--- src/hw/rtl/stereo_linear_fade_out_assert.svh ---
// Assertion macros used by the top-level RTL of the fade-out block.
`ifndef STEREO_LINEAR_FADE_OUT_ASSERT_SVH
`define STEREO_LINEAR_FADE_OUT_ASSERT_SVH
`ifndef SYNTH
`define SLFO_ASSERT_IMP(label, clk, rst_n, ante, cons) \
	label: assert property (@(posedge clk) disable iff (!rst_n) (ante) |-> (cons)) \
		else $error("assertion failed");
`define SLFO_ASSERT_NXT(label, clk, rst_n, ante, cons) \
	label: assert property (@(posedge clk) disable iff (!rst_n) (ante) |=> (cons)) \
		else $error("assertion failed");
`else
`define SLFO_ASSERT_IMP(label, clk, rst_n, ante, cons)
`define SLFO_ASSERT_NXT(label, clk, rst_n, ante, cons)
`endif
`endif

--- src/hw/rtl/slfo_pkg.sv ---
`timescale 1ns / 1ps
package slfo_pkg;
	localparam int ADDR_W = 4;
	localparam int DATA_W = 32;
	localparam int UNIT_W = 16;
	localparam int IDX_W  = 26;

	localparam logic [1:0] REG_FADE_START  = 2'd0;
	localparam logic [1:0] REG_FADE_LENGTH = 2'd1;
	localparam logic [1:0] REG_CLIP_FRAMES = 2'd2;

	typedef struct packed {
		logic [UNIT_W-1:0] fade_start_units;
		logic [UNIT_W-1:0] fade_length_units;
		logic [IDX_W-1:0]  clip_frames;
	} cfg_t;

	typedef struct packed {
		logic accept;
		logic scale;
		logic decide;
		logic mul;
		logic div_load;
		logic div_step;
		logic div_store;
		logic out_load;
	} dp_cmd_t;

	typedef struct packed {
		logic fade;
		logic ch;
		logic div_last;
		logic out_free;
	} dp_stat_t;

	typedef enum logic [7:0] {
		ST_IDLE   = 8'b0000_0001,
		ST_SCALE  = 8'b0000_0010,
		ST_DECIDE = 8'b0000_0100,
		ST_MUL    = 8'b0000_1000,
		ST_LOAD   = 8'b0001_0000,
		ST_DIV    = 8'b0010_0000,
		ST_STORE  = 8'b0100_0000,
		ST_OUT    = 8'b1000_0000
	} state_t;
endpackage

--- src/hw/rtl/slfo_in_if.sv ---
`timescale 1ns / 1ps
interface slfo_in_if #(parameter int W = 16) ();
	logic                valid;
	logic                ready;
	logic                first_frame;
	logic signed [W-1:0] left_in;
	logic signed [W-1:0] right_in;

	modport source (output valid, output first_frame, output left_in, output right_in,
		input ready);
	modport sink (input valid, input first_frame, input left_in, input right_in,
		output ready);
endinterface

--- src/hw/rtl/slfo_out_if.sv ---
`timescale 1ns / 1ps
interface slfo_out_if #(parameter int W = 16) ();
	logic                valid;
	logic                ready;
	logic signed [W-1:0] left_out;
	logic signed [W-1:0] right_out;

	modport source (output valid, output left_out, output right_out, input ready);
	modport sink (input valid, input left_out, input right_out, output ready);
endinterface

--- src/hw/rtl/slfo_cfg.sv ---
`timescale 1ns / 1ps
module slfo_cfg (
	input  logic                       clk,
	input  logic                       arst_n,
	input  logic                       psel,
	input  logic                       penable,
	input  logic                       pwrite,
	input  logic [slfo_pkg::ADDR_W-1:0] paddr,
	input  logic [slfo_pkg::DATA_W-1:0] pwdata,
	output logic [slfo_pkg::DATA_W-1:0] prdata,
	output logic                       pready,
	output slfo_pkg::cfg_t             cfg
);
	import slfo_pkg::*;

	cfg_t       cfg_q;
	logic       wr_en;
	logic [1:0] reg_idx;

	assign wr_en   = psel && penable && pwrite;
	assign reg_idx = paddr[3:2];
	assign pready  = 1'b1;
	assign cfg     = cfg_q;

	always_ff @(posedge clk or negedge arst_n) begin
		if (!arst_n) begin
			cfg_q <= '0;
		end else if (wr_en) begin
			case (reg_idx)
				REG_FADE_START:  cfg_q.fade_start_units  <= pwdata[UNIT_W-1:0];
				REG_FADE_LENGTH: cfg_q.fade_length_units <= pwdata[UNIT_W-1:0];
				REG_CLIP_FRAMES: cfg_q.clip_frames       <= pwdata[IDX_W-1:0];
				default: ;
			endcase
		end
	end

	always_comb begin
		case (reg_idx)
			REG_FADE_START:  prdata = DATA_W'(cfg_q.fade_start_units);
			REG_FADE_LENGTH: prdata = DATA_W'(cfg_q.fade_length_units);
			REG_CLIP_FRAMES: prdata = DATA_W'(cfg_q.clip_frames);
			default:         prdata = '0;
		endcase
	end
endmodule

--- src/hw/rtl/slfo_ctrl.sv ---
`timescale 1ns / 1ps
module slfo_ctrl (
	input  logic                clk,
	input  logic                arst_n,
	input  logic                in_valid,
	output logic                in_ready,
	input  slfo_pkg::dp_stat_t  stat,
	output slfo_pkg::dp_cmd_t   cmd
);
	import slfo_pkg::*;

	state_t state_q;
	state_t state_d;

	assign in_ready = (state_q == ST_IDLE);

	always_comb begin
		cmd           = '0;
		cmd.accept    = in_valid && in_ready;
		cmd.scale     = (state_q == ST_SCALE);
		cmd.decide    = (state_q == ST_DECIDE);
		cmd.mul       = (state_q == ST_MUL) && stat.fade;
		cmd.div_load  = (state_q == ST_LOAD);
		cmd.div_step  = (state_q == ST_DIV);
		cmd.div_store = (state_q == ST_STORE);
		cmd.out_load  = (state_q == ST_OUT) && stat.out_free;
	end

	always_comb begin
		state_d = state_q;
		case (state_q)
			ST_IDLE: begin
				if (in_valid) state_d = ST_SCALE;
			end
			ST_SCALE:  state_d = ST_DECIDE;
			ST_DECIDE: state_d = ST_MUL;
			ST_MUL: begin
				state_d = stat.fade ? ST_LOAD : ST_OUT;
			end
			ST_LOAD: state_d = ST_DIV;
			ST_DIV: begin
				if (stat.div_last) state_d = ST_STORE;
			end
			ST_STORE: begin
				state_d = stat.ch ? ST_OUT : ST_MUL;
			end
			ST_OUT: begin
				if (stat.out_free) state_d = ST_IDLE;
			end
			default: state_d = ST_IDLE;
		endcase
	end

	always_ff @(posedge clk or negedge arst_n) begin
		if (!arst_n) begin
			state_q <= ST_IDLE;
		end else begin
			state_q <= state_d;
		end
	end
endmodule

--- src/hw/rtl/slfo_dp.sv ---
`timescale 1ns / 1ps
module slfo_dp #(
	parameter int FRAMES_PER_UNIT = 441,
	parameter int SAMPLE_BITS     = 16
) (
	input  logic                          clk,
	input  logic                          arst_n,
	input  slfo_pkg::cfg_t                cfg,
	input  slfo_pkg::dp_cmd_t             cmd,
	output slfo_pkg::dp_stat_t            stat,
	input  logic                          first_frame,
	input  logic signed [SAMPLE_BITS-1:0] left_in,
	input  logic signed [SAMPLE_BITS-1:0] right_in,
	output logic                          out_valid,
	input  logic                          out_ready,
	output logic signed [SAMPLE_BITS-1:0] left_out,
	output logic signed [SAMPLE_BITS-1:0] right_out
);
	import slfo_pkg::*;

	localparam int FPU_W  = $clog2(FRAMES_PER_UNIT + 1);
	localparam int PROD_W = UNIT_W + FPU_W;
	localparam int SUM_W  = PROD_W + 1;
	localparam int CMP_W  = (SUM_W > IDX_W) ? SUM_W : IDX_W;
	localparam int MUL_W  = SAMPLE_BITS + PROD_W;
	localparam int CNT_W  = $clog2(SAMPLE_BITS);
	localparam logic [FPU_W-1:0] FPU       = FPU_W'(FRAMES_PER_UNIT);
	localparam logic [IDX_W-1:0] INDEX_MAX = '1;
	localparam logic [CNT_W-1:0] CNT_LAST  = CNT_W'(SAMPLE_BITS - 1);

	logic [IDX_W-1:0]              frame_idx_q;
	logic [IDX_W-1:0]              n_q;
	logic signed [SAMPLE_BITS-1:0] left_q;
	logic signed [SAMPLE_BITS-1:0] right_q;
	logic [PROD_W-1:0]             start_q;
	logic [PROD_W-1:0]             len_q;
	logic [PROD_W-1:0]             gain_q;
	logic                          fade_q;
	logic                          ch_q;
	logic [MUL_W-1:0]              prod_q;
	logic [PROD_W-1:0]             rem_q;
	logic [SAMPLE_BITS-1:0]        shr_q;
	logic [CNT_W-1:0]              cnt_q;
	logic signed [SAMPLE_BITS-1:0] res_l_q;
	logic signed [SAMPLE_BITS-1:0] res_r_q;
	logic                          out_valid_q;
	logic signed [SAMPLE_BITS-1:0] out_l_q;
	logic signed [SAMPLE_BITS-1:0] out_r_q;

	logic [IDX_W-1:0]       n_d;
	logic [CMP_W-1:0]       end_w;
	logic [CMP_W-1:0]       n_w;
	logic [CMP_W-1:0]       start_w;
	logic [CMP_W-1:0]       len_w;
	logic [CMP_W-1:0]       k_w;
	logic                   active;
	logic                   in_fade;
	logic [SAMPLE_BITS-1:0] x_u;
	logic [SAMPLE_BITS-1:0] mag;
	logic [PROD_W+1:0]      trial;
	logic                   ge;
	logic [SAMPLE_BITS-1:0] quot_s;

	assign n_d     = first_frame ? '0 : frame_idx_q;
	assign n_w     = CMP_W'(n_q);
	assign start_w = CMP_W'(start_q);
	assign len_w   = CMP_W'(len_q);
	assign end_w   = start_w + len_w;
	assign k_w     = n_w - start_w;
	assign active  = (CMP_W'(cfg.clip_frames) >= end_w) && (n_w >= start_w);
	assign in_fade = k_w < len_w;

	assign x_u   = ch_q ? right_q : left_q;
	assign mag   = x_u[SAMPLE_BITS-1] ? (~x_u + 1'b1) : x_u;
	assign trial = {1'b0, rem_q, shr_q[SAMPLE_BITS-1]} - {2'b00, len_q};
	assign ge    = !trial[PROD_W+1];
	assign quot_s = x_u[SAMPLE_BITS-1] ? (~shr_q + 1'b1) : shr_q;

	assign stat.fade     = fade_q;
	assign stat.ch       = ch_q;
	assign stat.div_last = (cnt_q == CNT_LAST);
	assign stat.out_free = !out_valid_q || out_ready;

	assign out_valid = out_valid_q;
	assign left_out  = out_l_q;
	assign right_out = out_r_q;

	always_ff @(posedge clk or negedge arst_n) begin
		if (!arst_n) begin
			frame_idx_q <= '0;
			ch_q        <= 1'b0;
			cnt_q       <= '0;
			out_valid_q <= 1'b0;
		end else begin
			if (cmd.accept) begin
				frame_idx_q <= (n_d == INDEX_MAX) ? n_d : n_d + 1'b1;
			end
			if (cmd.decide) begin
				ch_q <= 1'b0;
			end else if (cmd.div_store) begin
				ch_q <= ~ch_q;
			end
			if (cmd.div_load) begin
				cnt_q <= '0;
			end else if (cmd.div_step) begin
				cnt_q <= cnt_q + 1'b1;
			end
			if (cmd.out_load) begin
				out_valid_q <= 1'b1;
			end else if (out_ready) begin
				out_valid_q <= 1'b0;
			end
		end
	end

	always_ff @(posedge clk) begin
		if (cmd.accept) begin
			n_q     <= n_d;
			left_q  <= left_in;
			right_q <= right_in;
		end
		if (cmd.scale) begin
			start_q <= PROD_W'(cfg.fade_start_units) * PROD_W'(FPU);
			len_q   <= PROD_W'(cfg.fade_length_units) * PROD_W'(FPU);
		end
		if (cmd.decide) begin
			fade_q  <= active && in_fade;
			gain_q  <= PROD_W'(len_w - k_w);
			res_l_q <= (active && !in_fade) ? '0 : left_q;
			res_r_q <= (active && !in_fade) ? '0 : right_q;
		end
		if (cmd.mul) begin
			prod_q <= MUL_W'(mag) * MUL_W'(gain_q);
		end
		if (cmd.div_load) begin
			rem_q <= prod_q[MUL_W-1:SAMPLE_BITS];
			shr_q <= prod_q[SAMPLE_BITS-1:0];
		end else if (cmd.div_step) begin
			rem_q <= ge ? trial[PROD_W-1:0] : {rem_q[PROD_W-2:0], shr_q[SAMPLE_BITS-1]};
			shr_q <= {shr_q[SAMPLE_BITS-2:0], ge};
		end
		if (cmd.div_store) begin
			if (ch_q) begin
				res_r_q <= quot_s;
			end else begin
				res_l_q <= quot_s;
			end
		end
		if (cmd.out_load) begin
			out_l_q <= res_l_q;
			out_r_q <= res_r_q;
		end
	end
endmodule

--- src/hw/rtl/stereo_linear_fade_out.sv ---
`timescale 1ns / 1ps
// Channel  Role    Contents
// frame    sink    first_frame, left_in, right_in
// faded    source  left_out, right_out
// APB      slave   fade_start_units, fade_length_units, clip_frames
//
// A frame outside the fade goes from acceptance through scaling and the fade decision to
// the result register; a faded frame also passes the shared restoring divider, one quotient
// bit per cycle for the left and then the right sample. A new frame is taken only once
// the last result has been loaded into the result register.
// Reset clears the configuration registers, the frame count and the result valid flag at once.
// A held result does not block the next frame; its result waits for the result register.
module stereo_linear_fade_out #(
	parameter int FRAMES_PER_UNIT = 441,
	parameter int SAMPLE_BITS     = 16
) (
	input  logic                        clk,
	input  logic                        arst_n,
	slfo_in_if.sink                     frame,
	slfo_out_if.source                  faded,
	input  logic                        psel,
	input  logic                        penable,
	input  logic                        pwrite,
	input  logic [slfo_pkg::ADDR_W-1:0] paddr,
	input  logic [slfo_pkg::DATA_W-1:0] pwdata,
	output logic [slfo_pkg::DATA_W-1:0] prdata,
	output logic                        pready
);
	import slfo_pkg::*;
	`include "stereo_linear_fade_out_assert.svh"

	cfg_t     cfg;
	dp_cmd_t  cmd;
	dp_stat_t stat;

	slfo_cfg u_cfg (
		.clk     (clk),
		.arst_n  (arst_n),
		.psel    (psel),
		.penable (penable),
		.pwrite  (pwrite),
		.paddr   (paddr),
		.pwdata  (pwdata),
		.prdata  (prdata),
		.pready  (pready),
		.cfg     (cfg)
	);

	slfo_ctrl u_ctrl (
		.clk      (clk),
		.arst_n   (arst_n),
		.in_valid (frame.valid),
		.in_ready (frame.ready),
		.stat     (stat),
		.cmd      (cmd)
	);

	slfo_dp #(
		.FRAMES_PER_UNIT (FRAMES_PER_UNIT),
		.SAMPLE_BITS     (SAMPLE_BITS)
	) u_dp (
		.clk         (clk),
		.arst_n      (arst_n),
		.cfg         (cfg),
		.cmd         (cmd),
		.stat        (stat),
		.first_frame (frame.first_frame),
		.left_in     (frame.left_in),
		.right_in    (frame.right_in),
		.out_valid   (faded.valid),
		.out_ready   (faded.ready),
		.left_out    (faded.left_out),
		.right_out   (faded.right_out)
	);

	`SLFO_ASSERT_NXT(a_busy_after_accept, clk, arst_n, frame.valid && frame.ready, !frame.ready)
	`SLFO_ASSERT_IMP(a_no_overwrite, clk, arst_n, cmd.out_load, stat.out_free)
	`SLFO_ASSERT_IMP(a_valid_from_load, clk, arst_n, $rose(faded.valid), $past(cmd.out_load))
endmodule

--- src/flat_wrapper.sv ---
// flat-port wrapper written by rule: the top's interface ports become plain ports
module stereo_linear_fade_out_flat import slfo_pkg::*;
#(
	parameter int FRAMES_PER_UNIT = 441,
	parameter int SAMPLE_BITS     = 16
)
  (clk, arst_n, psel, penable, pwrite, paddr, pwdata, prdata, pready, frame_valid, frame_first_frame, frame_left_in, frame_right_in, frame_ready, faded_valid, faded_left_out, faded_right_out, faded_ready);
  slfo_in_if #(.W((16))) frame_i ();
  slfo_out_if #(.W((16))) faded_i ();
  input  logic clk;
  input  logic arst_n;
  input  logic psel;
  input  logic penable;
  input  logic pwrite;
  input  logic [slfo_pkg::ADDR_W-1:0] paddr;
  input  logic [slfo_pkg::DATA_W-1:0] pwdata;
  output logic [slfo_pkg::DATA_W-1:0] prdata;
  output logic pready;
  input wire logic [$bits(frame_i.valid)-1:0] frame_valid;
  input wire logic [$bits(frame_i.first_frame)-1:0] frame_first_frame;
  input wire logic [$bits(frame_i.left_in)-1:0] frame_left_in;
  input wire logic [$bits(frame_i.right_in)-1:0] frame_right_in;
  output wire logic [$bits(frame_i.ready)-1:0] frame_ready;
  output wire logic [$bits(faded_i.valid)-1:0] faded_valid;
  output wire logic [$bits(faded_i.left_out)-1:0] faded_left_out;
  output wire logic [$bits(faded_i.right_out)-1:0] faded_right_out;
  input wire logic [$bits(faded_i.ready)-1:0] faded_ready;
  assign frame_i.valid = frame_valid;
  assign frame_i.first_frame = frame_first_frame;
  assign frame_i.left_in = frame_left_in;
  assign frame_i.right_in = frame_right_in;
  assign frame_ready = frame_i.ready;
  assign faded_valid = faded_i.valid;
  assign faded_left_out = faded_i.left_out;
  assign faded_right_out = faded_i.right_out;
  assign faded_i.ready = faded_ready;
  stereo_linear_fade_out #(.FRAMES_PER_UNIT(FRAMES_PER_UNIT), .SAMPLE_BITS(SAMPLE_BITS)) u_core (.clk(clk), .arst_n(arst_n), .frame(frame_i), .faded(faded_i), .psel(psel), .penable(penable), .pwrite(pwrite), .paddr(paddr), .pwdata(pwdata), .prdata(prdata), .pready(pready));
endmodule
--- config.mk ---
export PLATFORM = sky130hd
export DESIGN_NAME = stereo_linear_fade_out_flat
export DESIGN_NICKNAME = d
export VERILOG_FILES = /design/src/hw/rtl/slfo_pkg.sv /design/src/hw/rtl/slfo_in_if.sv /design/src/hw/rtl/slfo_out_if.sv /design/src/hw/rtl/slfo_cfg.sv /design/src/hw/rtl/slfo_ctrl.sv /design/src/hw/rtl/slfo_dp.sv /design/src/hw/rtl/stereo_linear_fade_out.sv /design/src/flat_wrapper.sv
export VERILOG_INCLUDE_DIRS = /design/src /design/src/hw/rtl
export SDC_FILE = /design/constraint.sdc
export NUM_CORES = 2
export LEC_CHECK = 0
export BUFFER_PORTS_ARGS = -buffer_cell sky130_fd_sc_hd__buf_2
export CORE_MARGIN = 2
export CORE_UTILIZATION = 35
export CTS_CLUSTER_SIZE = 30
export DETAILED_ROUTE_END_ITERATION = 8
export GPL_TIMING_DRIVEN = 0
export HOLD_SLACK_MARGIN = 0.1
export PLACE_DENSITY = 0.57
export SLEW_MARGIN = 0
export SYNTH_ARGS = -nofsm -noshare
export SYNTH_HDL_FRONTEND = slang
export SYNTH_HIERARCHICAL = 1
export SYNTH_SLANG_ARGS = --single-unit
--- constraint.sdc ---
create_clock -name clk -period 17.35 [get_ports clk]
set_clock_uncertainty 0.1 [all_clocks]
set_input_delay 2.6025 -clock clk [delete_from_list [all_inputs] [get_ports clk]]
set_output_delay 2.6025 -clock clk [all_outputs]
set_load 0.01 [all_outputs]
==> flow_summary.ini <==
[clocking]
cts-root-buf = clkbuf_16
clkTransAtPathRegs_ns = 0.07
clockBufferDepth = 3
numCtsBuffers = 44
cts_tree = yes
clk_latency_ns = 0.60
clock-sinks = 378
cts_resized = 0
cts_htree_levels = 2
cts_hold_buf = 0
postCtsSetupRepairBufs = 0

[routing]
via_per_inst = 4.977
initialDrtViolationCount = 1286
wire_per_inst_um = 18.33
dr.pass1.iters = 5
via_count = 28200
drc = 0
antenna_left = 0
routed_wl_um = 103900

[grt]
grt_use_total = 0.1811
grt_pass1_wl_um = 165600
gr-total-overflow = 0
grt_pass1_vias = 29880
antenna_found_initial = 2
grt_max_degree = 60

[timing]
min_period_ns = 11.41
hold_viol_final = 0
fin_tns_setup_ns = 0
whs_ns = 0.3304
setup_violations = 0
rsz0062_at_grt = no
worst_pin_slew_ns = 1.294
period_share = 0.6574
max_freq_ghz = 0.08768
slew_headroom = 0.1312
drv_slew = 0

[floorplan]
start_util = 0.3532
dieHeight_um = 340.9
io-pin-count = 143
rows = 123
core_um2 = 112500
die_area_um2 = 116200
die_x_um = 340.9

[hold_path]
hp-class = reg2reg

[logic_synthesis]
synth_ff_type = edfxtp_1
ys_seq_area_frac = 0.2653
synthesis.area_um2 = 39740
yosysUniqueCellTypes = 101
netlist_instances = 3943
async_flop_share = 0.2593
synth_top_area_share = 0.2146
synth-compound-area-share = 0.09500
synthSimpleGateAreaFrac = 0.1274
synth_seq_cells = 378
synth_top_cell_by_area = fa_1
synth.area.mux_share = 0.05208
synth_top_family_by_area = adder cells
synthTopCellsByArea = fa_1, edfxtp_1, ha_1
ys_warn_count = 6
synth_edf_count = 248
avgSynthCellArea_um2 = 10.08
synthAdderAreaFrac = 0.3409
synth_xor_area_frac = 0.04408

[placed_design]
dp_hpwl_um = 84390
dp.cells = 5584
io_buffers = 127
gp_congestion = 0.9168
placed_area_um2 = 42410

[layout]
layout-drive-gt1-share = 0.09890
fill_cells = 11200
area_growth_pct = 10.66
fin_nets = 5033
fin_cells = 5667
fin_area_um2 = 43970

[worst_setup_path]
crit_fanout = 10
critPathMaxStageDelay_ns = 0.90
crit_path_top_delay_cell = xor2_1
crit_path_start_kind = flip-flop
crit_path_end_kind = flip-flop
critPathRequiredTime_ns = 17.66
arrival_ns = 11.72
crit_type = reg2reg

[flow_run]
cap_violations = 0

[run_status]
outcome = completed
==> per-stage QoR <==
| stage | util | setup WS (ns) |
|---|---|---|
| floorplan | - | 8.613 |
| detailed placement | 0.3770 | 6.047 |
| global placement | 0.3757 | 6.044 |
| CTS | 0.3909 | 5.941 |
| global route | 0.3909 | 5.345 |
| finish | 0.3909 | 5.945 |
==> final timing paths <==
check / end / start / cells past startpoint / slack, ns
setup / recovery: u_core/u_dp/prod_q[40] / u_core/u_dp/ch_q / 34 / 5.94
hold reg to reg: u_core/u_dp/left_out[12] / u_core/u_dp/res_l_q[12] / 0 / 0.33
min in group asynchronous: u_core/u_cfg/cfg[43] / arst_n / 1 / 1.93
setup reg to reg: u_core/u_dp/prod_q[40] / u_core/u_dp/ch_q / 34 / 5.94
hold / removal: u_core/u_dp/left_out[12] / u_core/u_dp/res_l_q[12] / 0 / 0.33
max in group asynchronous: u_core/u_ctrl/state_q[0] / arst_n / 2 / 14.41
==> Yosys cell counts (11+ instances only) <==
cell and number:
a211oi_1 16, a21o_1 77, a21oi_1 161, a31oi_1 20, and2_1 176, and3_1 28
and4_1 11, buf_2 12, buf_4 15, clkbuf_1 100, dfrtp_1 97, dfxtp_1 32
edfxtp_1 248, fa_1 426, ha_1 401, inv_1 625, mux2_1 19, mux2_2 115
mux2i_1 41, nand2_1 411, nand2b_1 27, nand3_1 53, nand4_1 26, nor2_1 124
nor2b_1 50, nor3_1 46, nor3b_1 11, o21a_1 28, o21ai_0 85, o21bai_1 22
o22ai_1 40, or3_1 11, xnor2_1 120, xor2_1 80
==> cells by family after synthesis <==
| logic type | count (synthesis) |
|---|---|
| fa+ha+maj | 827 |
| other cells | 2 |
| flops | 378 |
| buf+inv | 764 |
| xor+xnor | 200 |
| simple gates | 1021 |
| mux | 185 |
| compound gates | 566 |
==> placed cells by master (no fill, tap or decap), types with 45 or more instances in the layout <==
cell / count
a21o_1: 77
nor2b_1: 50
xnor2_1: 120
nand2_1: 411
clkbuf_16: 45
xor2_1: 80
o21ai_0: 84
edfxtp_1: 248
ha_1: 401
buf_2: 138
a21oi_1: 161
and2_1: 175
dfrtp_1: 97
inv_1: 625
nor2_1: 124
clkbuf_1: 107
mux2_2: 115
fa_1: 426
nand3_1: 53
==> state kept, by name, indices dropped and copies added, names as in the netlist <==
name,flops
u_core/u_dp/fade_q,1
u_core/u_dp/shr_q,16
u_core/u_dp/frame_idx_q,26
u_core/u_cfg/cfg,58
u_core/u_dp/out_valid,1
u_core/u_dp/len_q,25
u_core/u_dp/rem_q,25
u_core/u_dp/start_q,25
u_core/u_dp/res_l_q,16
u_core/u_dp/left_out,16
u_core/u_dp/right_out,16
u_core/u_ctrl/state_q,8
u_core/u_dp/prod_q,41
u_core/u_dp/cnt_q,4
u_core/u_dp/right_q,16
u_core/u_dp/left_q,16
u_core/u_dp/ch_q,1
u_core/u_dp/res_r_q,16
u_core/u_dp/gain_q,25
u_core/u_dp/n_q,26
==> final cells by class <==
class	instances	area [µm²]	area share
buffer	137	631.9	0.01437
tap	1500	1877	0.04268
sequential	378	10540	0.2397
multi-input combinational	2806	26240	0.5968
antenna	1	2.502	0.00005691
inverter	627	2354	0.05352
timing repair buffer	136	764.5	0.01738
clock inverter	28	381.6	0.008678
clock buffer	54	1180	0.02683
==> worst max-delay path: cells and delay by family (launching register included) <==
kind            cells  cell delay, ns
flops               1            0.38
compound gates      6            1.71
simple gates        6            1.22
buf+inv            12            2.84
xor+xnor            1            0.90
mux                 1            0.47
fa+ha+maj           8            3.57
==> per-layer routing <==
metal  GRT usage  part of all wire  up-vias
met1      0.2268              0.43    13910
met2      0.3233              0.50      646
met3     0.02395             0.043      181
met4     0.05424             0.031        2
li1            -                 -    13470
met5           0           0.00014        -
Power is not shown: default switching activity piles up to over one toggle a cycle in this logic, so the estimate is an artifact.
